## config.mk

```make
export PLATFORM = sky130hd
export DESIGN_NAME = tick_task_scheduler_core
export DESIGN_NICKNAME = d
export VERILOG_FILES = /design/src/hdl/tts_pkg.sv /design/src/hdl/tts_ram.sv /design/src/hdl/tts_picker.sv /design/src/hdl/tts_metrics.sv /design/src/hdl/tick_task_scheduler_core.sv
export SDC_FILE = /design/constraint.sdc
export NUM_CORES = 2
export LEC_CHECK = 0
export BUFFER_PORTS_ARGS = -buffer_cell sky130_fd_sc_hd__buf_2
export CORE_MARGIN = 10
export CORE_UTILIZATION = 60
export CTS_CLUSTER_DIAMETER = 200
export DETAILED_ROUTE_END_ITERATION = 16
export PLACE_DENSITY = 0.85
export SYNTH_ARGS = -nofsm -noshare
export SYNTH_HDL_FRONTEND = slang
export SYNTH_SLANG_ARGS = --single-unit
```

## constraint.sdc

```tcl
create_clock -name clock -period 22.2 [get_ports clock]
set_input_delay 2.22 -clock clock [delete_from_list [all_inputs] [get_ports clock]]
set_output_delay 2.22 -clock clock [all_outputs]
set_load 0.01 [all_outputs]
```

## src/hdl/tts_pkg.sv

```systemverilog
// Shared types and constants for the tick task scheduler.
// Holds the task table record, the controller state encoding and the code points.
// No dependencies.
package tts_pkg;

   // field widths fixed by the interface
   localparam int TICK_W = 20;
   localparam int ID_W   = 8;
   localparam int TIME_W = 16;
   localparam int PRIO_W = 8;

   localparam logic [TICK_W-1:0] TICK_MAX = 20'hFFFFF;

   // item operations
   localparam logic OP_LOAD = 1'b0;
   localparam logic OP_TICK = 1'b1;

   // selection policies
   localparam logic [1:0] POL_FIFO = 2'd0;
   localparam logic [1:0] POL_SRTF = 2'd1;
   localparam logic [1:0] POL_PRIO = 2'd2;
   localparam logic [1:0] POL_NONE = 2'd3;

   // result status codes
   localparam logic [1:0] STATUS_TICK   = 2'd0;
   localparam logic [1:0] STATUS_LOADED = 2'd1;
   localparam logic [1:0] STATUS_REJECT = 2'd2;

   // one task table entry, as held in the table RAM
   typedef struct packed {
      logic [ID_W-1:0]   ident;
      logic [TIME_W-1:0] arrival;
      logic [TIME_W-1:0] burst;
      logic [TIME_W-1:0] remaining;
      logic [PRIO_W-1:0] prio;
      logic [TICK_W-1:0] start;
      logic              started;
      logic              done;
   } task_entry_type;

   // controls from the sequencer to the picker
   typedef struct packed {
      logic clear;
      logic sample;
   } pick_ctrl_type;

   // completion figures of a finished task
   typedef struct packed {
      logic [TICK_W-1:0] comp;
      logic [TICK_W-1:0] turn;
      logic [TICK_W-1:0] wait_time;
      logic [TICK_W-1:0] resp;
   } metrics_type;

   typedef enum logic [2:0] {
      ST_IDLE,
      ST_LOAD,
      ST_SCAN,
      ST_CALC1,
      ST_CALC2,
      ST_CALC3,
      ST_COMMIT
   } sched_state_type;

endpackage

```

## src/hdl/tts_ram.sv

```systemverilog
// Generic single write port, single read port RAM with registered read data.
// No dependencies.
module tts_ram #(
   parameter int WIDTH = 8,
   parameter int DEPTH = 16
) (
   input  logic                     clock,
   input  logic                     wr_en,
   input  logic [$clog2(DEPTH)-1:0] wr_addr,
   input  logic [WIDTH-1:0]         wr_data,
   input  logic [$clog2(DEPTH)-1:0] rd_addr,
   output logic [WIDTH-1:0]         rd_data
);

   logic [WIDTH-1:0] mem_ff [DEPTH];
   logic [WIDTH-1:0] rd_data_ff;

   always_ff @(posedge clock) begin
      if (wr_en) begin
         mem_ff[wr_addr] <= wr_data;
      end
      rd_data_ff <= mem_ff[rd_addr];
   end

   assign rd_data = rd_data_ff;

endmodule

```

## src/hdl/tts_picker.sv

```systemverilog
// Running minimum over the table entries streamed out of the task RAM.
// Depends on tts_pkg.
module tts_picker #(
   parameter int MAX_TASKS = 16
) (
   input  logic                            clock,
   input  logic                            reset,
   input  tts_pkg::pick_ctrl_type          ctrl,
   input  logic [1:0]                      policy,
   input  logic [tts_pkg::TICK_W-1:0]      tick,
   input  logic [$clog2(MAX_TASKS)-1:0]    rd_slot,
   input  tts_pkg::task_entry_type         rd_entry,
   output logic                            found,
   output logic [$clog2(MAX_TASKS)-1:0]    best_slot,
   output tts_pkg::task_entry_type         best_entry
);
   import tts_pkg::*;

   localparam int IDX_W = $clog2(MAX_TASKS);

   logic                 found_ff, found_in;
   logic [TIME_W-1:0]    best_key_ff;
   logic [IDX_W-1:0]     best_slot_ff;
   task_entry_type       best_entry_ff;
   logic [TIME_W-1:0]    key;
   logic                 eligible;
   logic                 take;

   // sort key of the entry on the read port
   always_comb begin
      case (policy)
         POL_FIFO: key = rd_entry.arrival;
         POL_SRTF: key = rd_entry.remaining;
         default:  key = TIME_W'(rd_entry.prio);
      endcase
   end

   // arrived, not done, and strictly better (ties keep the lower slot)
   assign eligible = !rd_entry.done && (TICK_W'(rd_entry.arrival) <= tick);
   assign take     = ctrl.sample && eligible && (!found_ff || (key < best_key_ff));

   always_comb begin
      found_in = found_ff;
      if (ctrl.clear) begin
         found_in = 1'b0;
      end else if (take) begin
         found_in = 1'b1;
      end
   end

   always_ff @(posedge clock) begin
      if (reset) begin
         found_ff <= 1'b0;
      end else begin
         found_ff <= found_in;
      end
   end

   // best candidate so far
   always_ff @(posedge clock) begin
      if (take) begin
         best_key_ff   <= key;
         best_slot_ff  <= rd_slot;
         best_entry_ff <= rd_entry;
      end
   end

   assign found      = found_ff;
   assign best_slot  = best_slot_ff;
   assign best_entry = best_entry_ff;

endmodule

```

## src/hdl/tts_metrics.sv

```systemverilog
// Three stage pipeline working out completion, turnaround, waiting and response.
// Depends on tts_pkg.
module tts_metrics (
   input  logic                        clock,
   input  logic [tts_pkg::TICK_W-1:0]  tick,
   input  logic [tts_pkg::TIME_W-1:0]  arrival,
   input  logic [tts_pkg::TIME_W-1:0]  burst,
   input  logic [tts_pkg::TICK_W-1:0]  start,
   output tts_pkg::metrics_type        result
);
   import tts_pkg::*;

   logic [TICK_W-1:0] comp1_ff, comp1_in;
   logic [TICK_W-1:0] resp1_ff, resp1_in;
   logic [TICK_W-1:0] arr1_ff;
   logic [TICK_W-1:0] burst1_ff;
   logic [TICK_W-1:0] comp2_ff;
   logic [TICK_W-1:0] resp2_ff;
   logic [TICK_W-1:0] turn2_ff, turn2_in;
   logic [TICK_W-1:0] burst2_ff;
   logic [TICK_W-1:0] wait3_ff, wait3_in;
   logic [TICK_W-1:0] comp3_ff;
   logic [TICK_W-1:0] turn3_ff;
   logic [TICK_W-1:0] resp3_ff;

   // stage 1: saturating completion tick, response time
   assign comp1_in = (tick == TICK_MAX) ? TICK_MAX : tick + 1'b1;
   assign resp1_in = (start >= TICK_W'(arrival)) ? start - TICK_W'(arrival) : '0;

   // stage 2: turnaround
   assign turn2_in = comp1_ff - arr1_ff;

   // stage 3: waiting, clamped at zero
   assign wait3_in = (turn2_ff > burst2_ff) ? turn2_ff - burst2_ff : '0;

   always_ff @(posedge clock) begin
      comp1_ff  <= comp1_in;
      resp1_ff  <= resp1_in;
      arr1_ff   <= TICK_W'(arrival);
      burst1_ff <= TICK_W'(burst);
      comp2_ff  <= comp1_ff;
      resp2_ff  <= resp1_ff;
      turn2_ff  <= turn2_in;
      burst2_ff <= burst1_ff;
      comp3_ff  <= comp2_ff;
      resp3_ff  <= resp2_ff;
      turn3_ff  <= turn2_ff;
      wait3_ff  <= wait3_in;
   end

   assign result.comp      = comp3_ff;
   assign result.turn      = turn3_ff;
   assign result.wait_time = wait3_ff;
   assign result.resp      = resp3_ff;

endmodule

```

## src/hdl/tick_task_scheduler_core.sv

```systemverilog
// Tick task scheduler. Tasks are loaded into a RAM table one transaction at a time;
// each tick transaction streams the loaded entries out of the table, one per cycle,
// picks the arrived, unfinished task with the smallest key under the current policy,
// runs it for one tick and writes the entry back. A load's result is registered in the
// load state once the output register is free. A tick's result is registered after the
// scan state and the states ST_CALC1, ST_CALC2 and ST_CALC3, in the commit state once
// the output register is free. The selection scan walks the table through its single
// read port. The next transaction is taken in the cycle after a result is registered.
// A new transaction is accepted while the previous result still waits on the output
// register. Its own result is registered only once that one has gone. The policy
// register must only be written while idle.
// Depends on tts_pkg, tts_ram, tts_picker and tts_metrics.
module tick_task_scheduler_core #(
   parameter int MAX_TASKS = 16
) (
   input  logic                        clock,
   input  logic                        reset,
   // configuration
   input  logic                        csr_valid,
   output logic                        csr_ready,
   input  logic [1:0]                  csr_policy,
   // request channel
   input  logic                        req_valid,
   output logic                        req_stall,
   input  logic                        req_operation,
   input  logic [tts_pkg::ID_W-1:0]    req_task_id,
   input  logic [tts_pkg::TIME_W-1:0]  req_arrival,
   input  logic [tts_pkg::TIME_W-1:0]  req_burst,
   input  logic [tts_pkg::PRIO_W-1:0]  req_prio,
   // response channel
   output logic                        rsp_valid,
   input  logic                        rsp_stall,
   output logic [1:0]                  rsp_status,
   output logic                        rsp_ran,
   output logic [tts_pkg::ID_W-1:0]    rsp_running_id,
   output logic [tts_pkg::TICK_W-1:0]  rsp_tick_time,
   output logic                        rsp_finished,
   output logic [tts_pkg::TICK_W-1:0]  rsp_finish_tick,
   output logic [tts_pkg::TICK_W-1:0]  rsp_turnaround,
   output logic [tts_pkg::TICK_W-1:0]  rsp_waiting,
   output logic [tts_pkg::TICK_W-1:0]  rsp_response,
   output logic                        rsp_all_done
);
   import tts_pkg::*;

   localparam int IDX_W   = $clog2(MAX_TASKS);
   localparam int CNT_W   = $clog2(MAX_TASKS + 1);
   localparam int ENTRY_W = $bits(task_entry_type);

   sched_state_type  state_ff, state_in;

   logic [1:0]        policy_ff;
   logic [CNT_W-1:0]  loaded_count_ff, loaded_count_in;
   logic [CNT_W-1:0]  done_count_ff, done_count_in;
   logic [TICK_W-1:0] tick_ff, tick_in;
   logic [CNT_W-1:0]  scan_idx_ff, scan_idx_in;
   logic              rd_vld_ff;
   logic [IDX_W-1:0]  rd_slot_ff;

   // captured request
   logic              op_ff;
   logic [ID_W-1:0]   id_ff;
   logic [TIME_W-1:0] arrival_ff;
   logic [TIME_W-1:0] burst_ff;
   logic [PRIO_W-1:0] prio_ff;

   // response register
   logic              rsp_valid_ff, rsp_valid_in;
   logic [1:0]        rsp_status_ff;
   logic              rsp_ran_ff;
   logic [ID_W-1:0]   rsp_id_ff;
   logic [TICK_W-1:0] rsp_tick_ff;
   logic              rsp_fin_ff;
   logic [TICK_W-1:0] rsp_comp_ff;
   logic [TICK_W-1:0] rsp_turn_ff;
   logic [TICK_W-1:0] rsp_wait_ff;
   logic [TICK_W-1:0] rsp_resp_ff;
   logic              rsp_all_done_ff;

   // decoded controls
   logic              req_accept;
   logic              out_free;
   logic              issue;
   logic              load_fire;
   logic              commit_fire;
   logic              load_ok;
   pick_ctrl_type     pick_ctrl;

   // table and picker signals
   logic              ram_we;
   logic [IDX_W-1:0]  ram_waddr;
   task_entry_type    ram_wdata;
   logic [ENTRY_W-1:0] ram_rdata;
   task_entry_type    rd_entry;
   logic              found;
   logic [IDX_W-1:0]  best_slot;
   task_entry_type    best_entry;
   task_entry_type    load_entry;
   task_entry_type    upd_entry;
   logic [TICK_W-1:0] start_eff;
   logic              fin;
   metrics_type       metrics;

   // task table
   tts_ram #(
      .WIDTH (ENTRY_W),
      .DEPTH (MAX_TASKS)
   ) u_table (
      .clock   (clock),
      .wr_en   (ram_we),
      .wr_addr (ram_waddr),
      .wr_data (ram_wdata),
      .rd_addr (scan_idx_ff[IDX_W-1:0]),
      .rd_data (ram_rdata)
   );

   assign rd_entry = task_entry_type'(ram_rdata);

   tts_picker #(
      .MAX_TASKS (MAX_TASKS)
   ) u_picker (
      .clock      (clock),
      .reset      (reset),
      .ctrl       (pick_ctrl),
      .policy     (policy_ff),
      .tick       (tick_ff),
      .rd_slot    (rd_slot_ff),
      .rd_entry   (rd_entry),
      .found      (found),
      .best_slot  (best_slot),
      .best_entry (best_entry)
   );

   // first start tick is the current one if the task never ran before
   assign start_eff = best_entry.started ? best_entry.start : tick_ff;

   tts_metrics u_metrics (
      .clock   (clock),
      .tick    (tick_ff),
      .arrival (best_entry.arrival),
      .burst   (best_entry.burst),
      .start   (start_eff),
      .result  (metrics)
   );

   // next state
   always_comb begin
      state_in = state_ff;
      case (state_ff)
         ST_IDLE: begin
            if (req_valid) begin
               state_in = (req_operation == OP_LOAD) ? ST_LOAD : ST_SCAN;
            end
         end
         ST_LOAD: begin
            if (out_free) begin
               state_in = ST_IDLE;
            end
         end
         ST_SCAN: begin
            if (!issue && !rd_vld_ff) begin
               state_in = ST_CALC1;
            end
         end
         ST_CALC1: state_in = ST_CALC2;
         ST_CALC2: state_in = ST_CALC3;
         ST_CALC3: state_in = ST_COMMIT;
         ST_COMMIT: begin
            if (out_free) begin
               state_in = ST_IDLE;
            end
         end
         default: state_in = ST_IDLE;
      endcase
   end

   // decoded outputs of the sequencer
   always_comb begin
      req_accept       = (state_ff == ST_IDLE) && req_valid;
      issue            = (state_ff == ST_SCAN) && (scan_idx_ff < loaded_count_ff)
                         && (policy_ff != POL_NONE);
      load_fire        = (state_ff == ST_LOAD) && out_free;
      commit_fire      = (state_ff == ST_COMMIT) && out_free;
      pick_ctrl.clear  = req_accept;
      pick_ctrl.sample = (state_ff == ST_SCAN) && rd_vld_ff;
   end

   assign out_free  = !rsp_valid_ff || !rsp_stall;
   assign req_stall = (state_ff != ST_IDLE);
   assign csr_ready = (state_ff == ST_IDLE);
   assign load_ok   = (loaded_count_ff != CNT_W'(MAX_TASKS)) && (burst_ff != '0);

   // entry images written back to the table
   always_comb begin
      load_entry.ident     = id_ff;
      load_entry.arrival   = arrival_ff;
      load_entry.burst     = burst_ff;
      load_entry.remaining = burst_ff;
      load_entry.prio      = prio_ff;
      load_entry.start     = '0;
      load_entry.started   = 1'b0;
      load_entry.done      = 1'b0;

      fin                  = (best_entry.remaining == TIME_W'(1));
      upd_entry            = best_entry;
      upd_entry.remaining  = best_entry.remaining - 1'b1;
      upd_entry.started    = 1'b1;
      upd_entry.start      = start_eff;
      upd_entry.done       = fin;
   end

   always_comb begin
      ram_we    = 1'b0;
      ram_waddr = best_slot;
      ram_wdata = upd_entry;
      if (load_fire) begin
         ram_we    = load_ok;
         ram_waddr = loaded_count_ff[IDX_W-1:0];
         ram_wdata = load_entry;
      end else if (commit_fire) begin
         ram_we    = found;
      end
   end

   // counters and tick
   always_comb begin
      loaded_count_in = loaded_count_ff;
      done_count_in   = done_count_ff;
      tick_in         = tick_ff;
      scan_idx_in     = scan_idx_ff;
      if (load_fire && load_ok) begin
         loaded_count_in = loaded_count_ff + 1'b1;
      end
      if (commit_fire) begin
         if (found && fin) begin
            done_count_in = done_count_ff + 1'b1;
         end
         if (tick_ff != TICK_MAX) begin
            tick_in = tick_ff + 1'b1;
         end
      end
      if (req_accept) begin
         scan_idx_in = '0;
      end else if (issue) begin
         scan_idx_in = scan_idx_ff + 1'b1;
      end
   end

   always_comb begin
      rsp_valid_in = rsp_valid_ff;
      if (load_fire || commit_fire) begin
         rsp_valid_in = 1'b1;
      end else if (!rsp_stall) begin
         rsp_valid_in = 1'b0;
      end
   end

   // control registers
   always_ff @(posedge clock) begin
      if (reset) begin
         state_ff        <= ST_IDLE;
         policy_ff       <= POL_FIFO;
         loaded_count_ff <= '0;
         done_count_ff   <= '0;
         tick_ff         <= '0;
         scan_idx_ff     <= '0;
         rd_vld_ff       <= 1'b0;
         rsp_valid_ff    <= 1'b0;
      end else begin
         state_ff        <= state_in;
         loaded_count_ff <= loaded_count_in;
         done_count_ff   <= done_count_in;
         tick_ff         <= tick_in;
         scan_idx_ff     <= scan_idx_in;
         rd_vld_ff       <= issue;
         rsp_valid_ff    <= rsp_valid_in;
         if (csr_valid && csr_ready) begin
            policy_ff <= csr_policy;
         end
      end
   end

   // request capture and read slot tracking
   always_ff @(posedge clock) begin
      if (req_accept) begin
         op_ff      <= req_operation;
         id_ff      <= req_task_id;
         arrival_ff <= req_arrival;
         burst_ff   <= req_burst;
         prio_ff    <= req_prio;
      end
      if (issue) begin
         rd_slot_ff <= scan_idx_ff[IDX_W-1:0];
      end
   end

   // response register
   always_ff @(posedge clock) begin
      if (load_fire) begin
         rsp_status_ff   <= load_ok ? STATUS_LOADED : STATUS_REJECT;
         rsp_ran_ff      <= 1'b0;
         rsp_id_ff       <= '0;
         rsp_tick_ff     <= tick_ff;
         rsp_fin_ff      <= 1'b0;
         rsp_comp_ff     <= '0;
         rsp_turn_ff     <= '0;
         rsp_wait_ff     <= '0;
         rsp_resp_ff     <= '0;
         rsp_all_done_ff <= (done_count_ff == loaded_count_in);
      end else if (commit_fire) begin
         rsp_status_ff   <= STATUS_TICK;
         rsp_ran_ff      <= found;
         rsp_id_ff       <= found ? best_entry.ident : '0;
         rsp_tick_ff     <= tick_ff;
         rsp_fin_ff      <= found && fin;
         rsp_comp_ff     <= (found && fin) ? metrics.comp : '0;
         rsp_turn_ff     <= (found && fin) ? metrics.turn : '0;
         rsp_wait_ff     <= (found && fin) ? metrics.wait_time : '0;
         rsp_resp_ff     <= (found && fin) ? metrics.resp : '0;
         rsp_all_done_ff <= (done_count_in == loaded_count_ff);
      end
   end

   assign rsp_valid           = rsp_valid_ff;
   assign rsp_status          = rsp_status_ff;
   assign rsp_ran             = rsp_ran_ff;
   assign rsp_running_id      = rsp_id_ff;
   assign rsp_tick_time       = rsp_tick_ff;
   assign rsp_finished        = rsp_fin_ff;
   assign rsp_finish_tick     = rsp_comp_ff;
   assign rsp_turnaround      = rsp_turn_ff;
   assign rsp_waiting         = rsp_wait_ff;
   assign rsp_response        = rsp_resp_ff;
   assign rsp_all_done        = rsp_all_done_ff;

   // the operation captured at acceptance matches the route the sequencer took
   a_op_route: assert property (@(posedge clock) disable iff (reset)
      (state_ff == ST_LOAD) |-> (op_ff == OP_LOAD))
      else $error("load state entered for a tick transaction");

   a_done_le_loaded: assert property (@(posedge clock) disable iff (reset)
      done_count_ff <= loaded_count_ff)
      else $error("more tasks done than loaded");

   a_pick_in_table: assert property (@(posedge clock) disable iff (reset)
      found |-> (CNT_W'(best_slot) < loaded_count_ff))
      else $error("picked slot beyond the loaded tasks");

   a_rsp_source: assert property (@(posedge clock) disable iff (reset)
      $rose(rsp_valid_ff) |-> $past(load_fire || commit_fire))
      else $error("response raised without a load or commit");

   a_accept_leaves_idle: assert property (@(posedge clock) disable iff (reset)
      req_accept |=> (state_ff != ST_IDLE))
      else $error("accepted transaction not taken up");

endmodule
```

==> results.md <==
* Slew @ Worst Pin at 1350 ps
* FF-to-FF Start: state_ff[0]
* Synth cell types at 65
* Initial Util at 60.4%
* Cell family with most CP delay: buffers and inverters
* Commonest non-fill, non-tap cell in the layout: edfxtp_1
* Max VDD drop at 80.7 uV
* WP data required at 22620 ps
* Final #Nets at 4232
* Outcome: finished clean
* Root Buffer: clkbuf_16
* Pwr dens at 90.4 nW/um2
* Share of layout cells above drive strength 1 at 23.3%
* Most frequent cells in the layout: edfxtp_1 (1556), dfxtp_1 (443), mux4_2 (430)
* Number of H-tree levels at 4
* Clock sink total at 2003
* Final setup violation count at 0
* Antenna-violating nets left at 0
* Most frequent CP cell: buf_4
* FFs w/ async S/R, synth at 0%
* Via Count at 39900
* Fill cell count at 6897
* Crit-path max FO at 78
* Yosys reg bits at 2003
* Total negative slack at 0 ps
* Worst min path class: reg -> reg
* Post-CTS sizing at 0
* Core footprint at 122000 um2
* CTS Hold Bufs at 0
* # DRC at 0
* Post-synth EDFFs at 1556
* Worst Hold End: u_metrics.resp2_ff[1]
* Syn Inst Count at 3816
* Crit-path cells: buf_2, nand2_1, and2_4, inv_2, buf_4, o21ai_0, nor2_4, buf_4
* Worst hold stages at 0
* GPL Wtd Cong at 0.880
* R2R Setup Slk at 15900 ps
* Largest net degree at the start of global routing at 161
* Max-slew violation count at 0
* RSZ-0062 raised after global routing: false
* CTS Buf Count at 187
* CP Class: in -> reg
* Routed vias/inst at 6.79
* Input/output buffers at 171
* Reg2reg path depth at 8
* DR iter-0 viols at 6044
* Crit start category: input pin
* Final HPWL DP at 101000 um
* Syn nets at 3966
* Synth-to-Final Area Change at 12.5%
* DR WL/cell at 32.9 um
* Final period utilization at 30.5%
* Register Area at 55700 um2
* CTS tree: done
* Clock latency on the worst-skew pair at 840 ps
* Num rows at 128
* Critical Path AT at 7200 ps
* Mean Syn Cell Area at 19.3 um2
* Top FF cell, synth: edfxtp_1
* Max_slew headroom at 8.88%
* Global-route wire length before repair at 280000 um
* Leakage Power at 0.0277 uW
* Bufs on Longest Clock Path at 3
* Antenna violations before repair at 11
* Slowest Stage Delay on Critical Path at 1170 ps
* Hold Startpoint: u_metrics.resp1_ff[1]
* Total wire length at 193000 um
* IO Count at 172
* Tmin final at 6770 ps
* Clock transition at path regs at 60 ps
* Skew final at 32.8 ps
* Die Wd at 370 um
* CP max-delay cell: nor2_4
* GRT Residual Overflow at 0
* Die height at 370 um
* Max Cap Viol at 0
* Hold Fails Final Rpt at 0
* Critical Path End Type: flip-flop
* First-pass DRT Iterations at 6
* Vias in the first global route at 40400
* Area post-placement at 76600 um2
* Maximum clock rate at 0.148 GHz
* Syn. warnings at 0
* Design Area, Final at 82800 um2
* Footprint of the multi-input gates at 17100 um2
* Die area at 137000 um2
* Register area share after synthesis at 75.6%
* Post-CTS Setup Bufs at 0
* Crit path buf inv count at 4
* Overall routing resource usage at 28.0%
* Worst R2R End: u_table.mem_ff[1][56]
* Mapped Area at 73600 um2
==> final cells by class <==
cell class,instances,area share (%)
Clock inverter,78,0.991
Sequential cell,2003,67.3
Inverter,108,0.490
Timing Repair Buffer,240,1.70
Clock buffer,275,6.46
Multi-Input combinational cell,1542,20.6
Antenna cell,5,0.0151
Tap cell,1625,2.46
==> worst max-delay path by stage <==
stage,end,startpoint,slack (ps),depth (start not counted)
after floorplan,u_picker.best_entry[10],policy_ff[0],11340,12
after global placement,u_table.mem_ff[0][56],rsp_stall,15230,8
after detailed placement,u_table.mem_ff[0][57],rsp_stall,15020,8
after CTS,u_table.mem_ff[1][56],rsp_stall,15670,8
after global routing,u_table.mem_ff[1][31],rsp_stall,15500,8
final,u_table.mem_ff[1][56],rsp_stall,15430,8
==> sequential cells by signal, indices dropped and copies added (netlist names), 20 cells and up <==
name / flops
u_table.mem_ff: 1376
u_table.rd_data: 86
u_picker.best_entry: 85
rsp_finish_tick: 20
rsp_response: 20
rsp_tick_time: 20
rsp_turnaround: 20
rsp_waiting: 20
tick_ff: 20
u_metrics.comp1_ff: 20
u_metrics.comp2_ff: 20
u_metrics.comp3_ff: 20
u_metrics.resp1_ff: 20
u_metrics.resp2_ff: 20
u_metrics.resp3_ff: 20
u_metrics.turn2_ff: 20
u_metrics.turn3_ff: 20
u_metrics.wait3_ff: 20
==> routing by layer <==
| layer | routed length (um) | global-route usage (%) |
|---|---|---|
| met5 | 333 | 0.0350 |
| met4 | 10600 | 14.1 |
| met3 | 24400 | 8.71 |
| met2 | 92900 | 44.5 |
| met1 | 65200 | 34.8 |
==> where the power goes <==
group	internal (uW)	leakage, uW	switching (uW)
Clock	1810	0.00302	1420
Combinational	40.4	0.00687	120
Sequential	4070	0.0178	20.6
Total	5920	0.0277	1560
==> stage by stage <==
stage / cells / setup slack [ps] / total power, uW / util, % / hold WS, ps
CTS: 5866 / 15670 / 7490 / 67.9 / 320
floorplan: 3816 / 11340 / 4240 / - / 310
detailed placement: 5513 / 15020 / 4310 / 62.8 / 312
finish: 5876 / 15430 / 7480 / 67.9 / 322
global placement: 5511 / 15230 / 4300 / 62.8 / 310
global route: 5871 / 15500 / 7640 / 67.9 / 325
==> cell usage after synthesis (all sizes together), types with 15 or more instances <==
master | count | area share, %
nand2b | 15 | 0.13
nand2 | 207 | 1.1
nor2 | 123 | 0.63
ha | 91 | 1.5
and3 | 15 | 0.13
a22o | 87 | 1.0
mux4 | 430 | 13
dfxtp | 447 | 12
mux2i | 31 | 0.42
nand3 | 33 | 0.22
edfxtp | 1556 | 63
a21oi | 61 | 0.41
xnor2 | 59 | 0.70
xor2 | 33 | 0.39
a21o | 23 | 0.23
nor2b | 15 | 0.13
o21ai | 101 | 0.69
buf | 42 | 0.24
inv | 107 | 0.55
clkbuf | 121 | 0.62
nand4 | 19 | 0.16
and2 | 23 | 0.20
nor3 | 34 | 0.23
nor4 | 19 | 0.16
==> logic make-up (layout without fill, tap and decap cells) <==
family / after synthesis / after routing / share of synthesized area (%)
buffers and inverters: 271 / 701 / 1.41
adders and majority gates: 94 / 94 / 1.63
and+or+nand+nor: 543 / 543 / 3.44
DFF: 2003 / 2003 / 75.6
muxes: 462 / 462 / 13.6
AOI/OAI and AO/OA: 351 / 351 / 3.23
xor gates and xnor gates: 92 / 92 / 1.09
other: 0 / 5 / 0
Note: power is estimated with default switching activity, not from simulation.
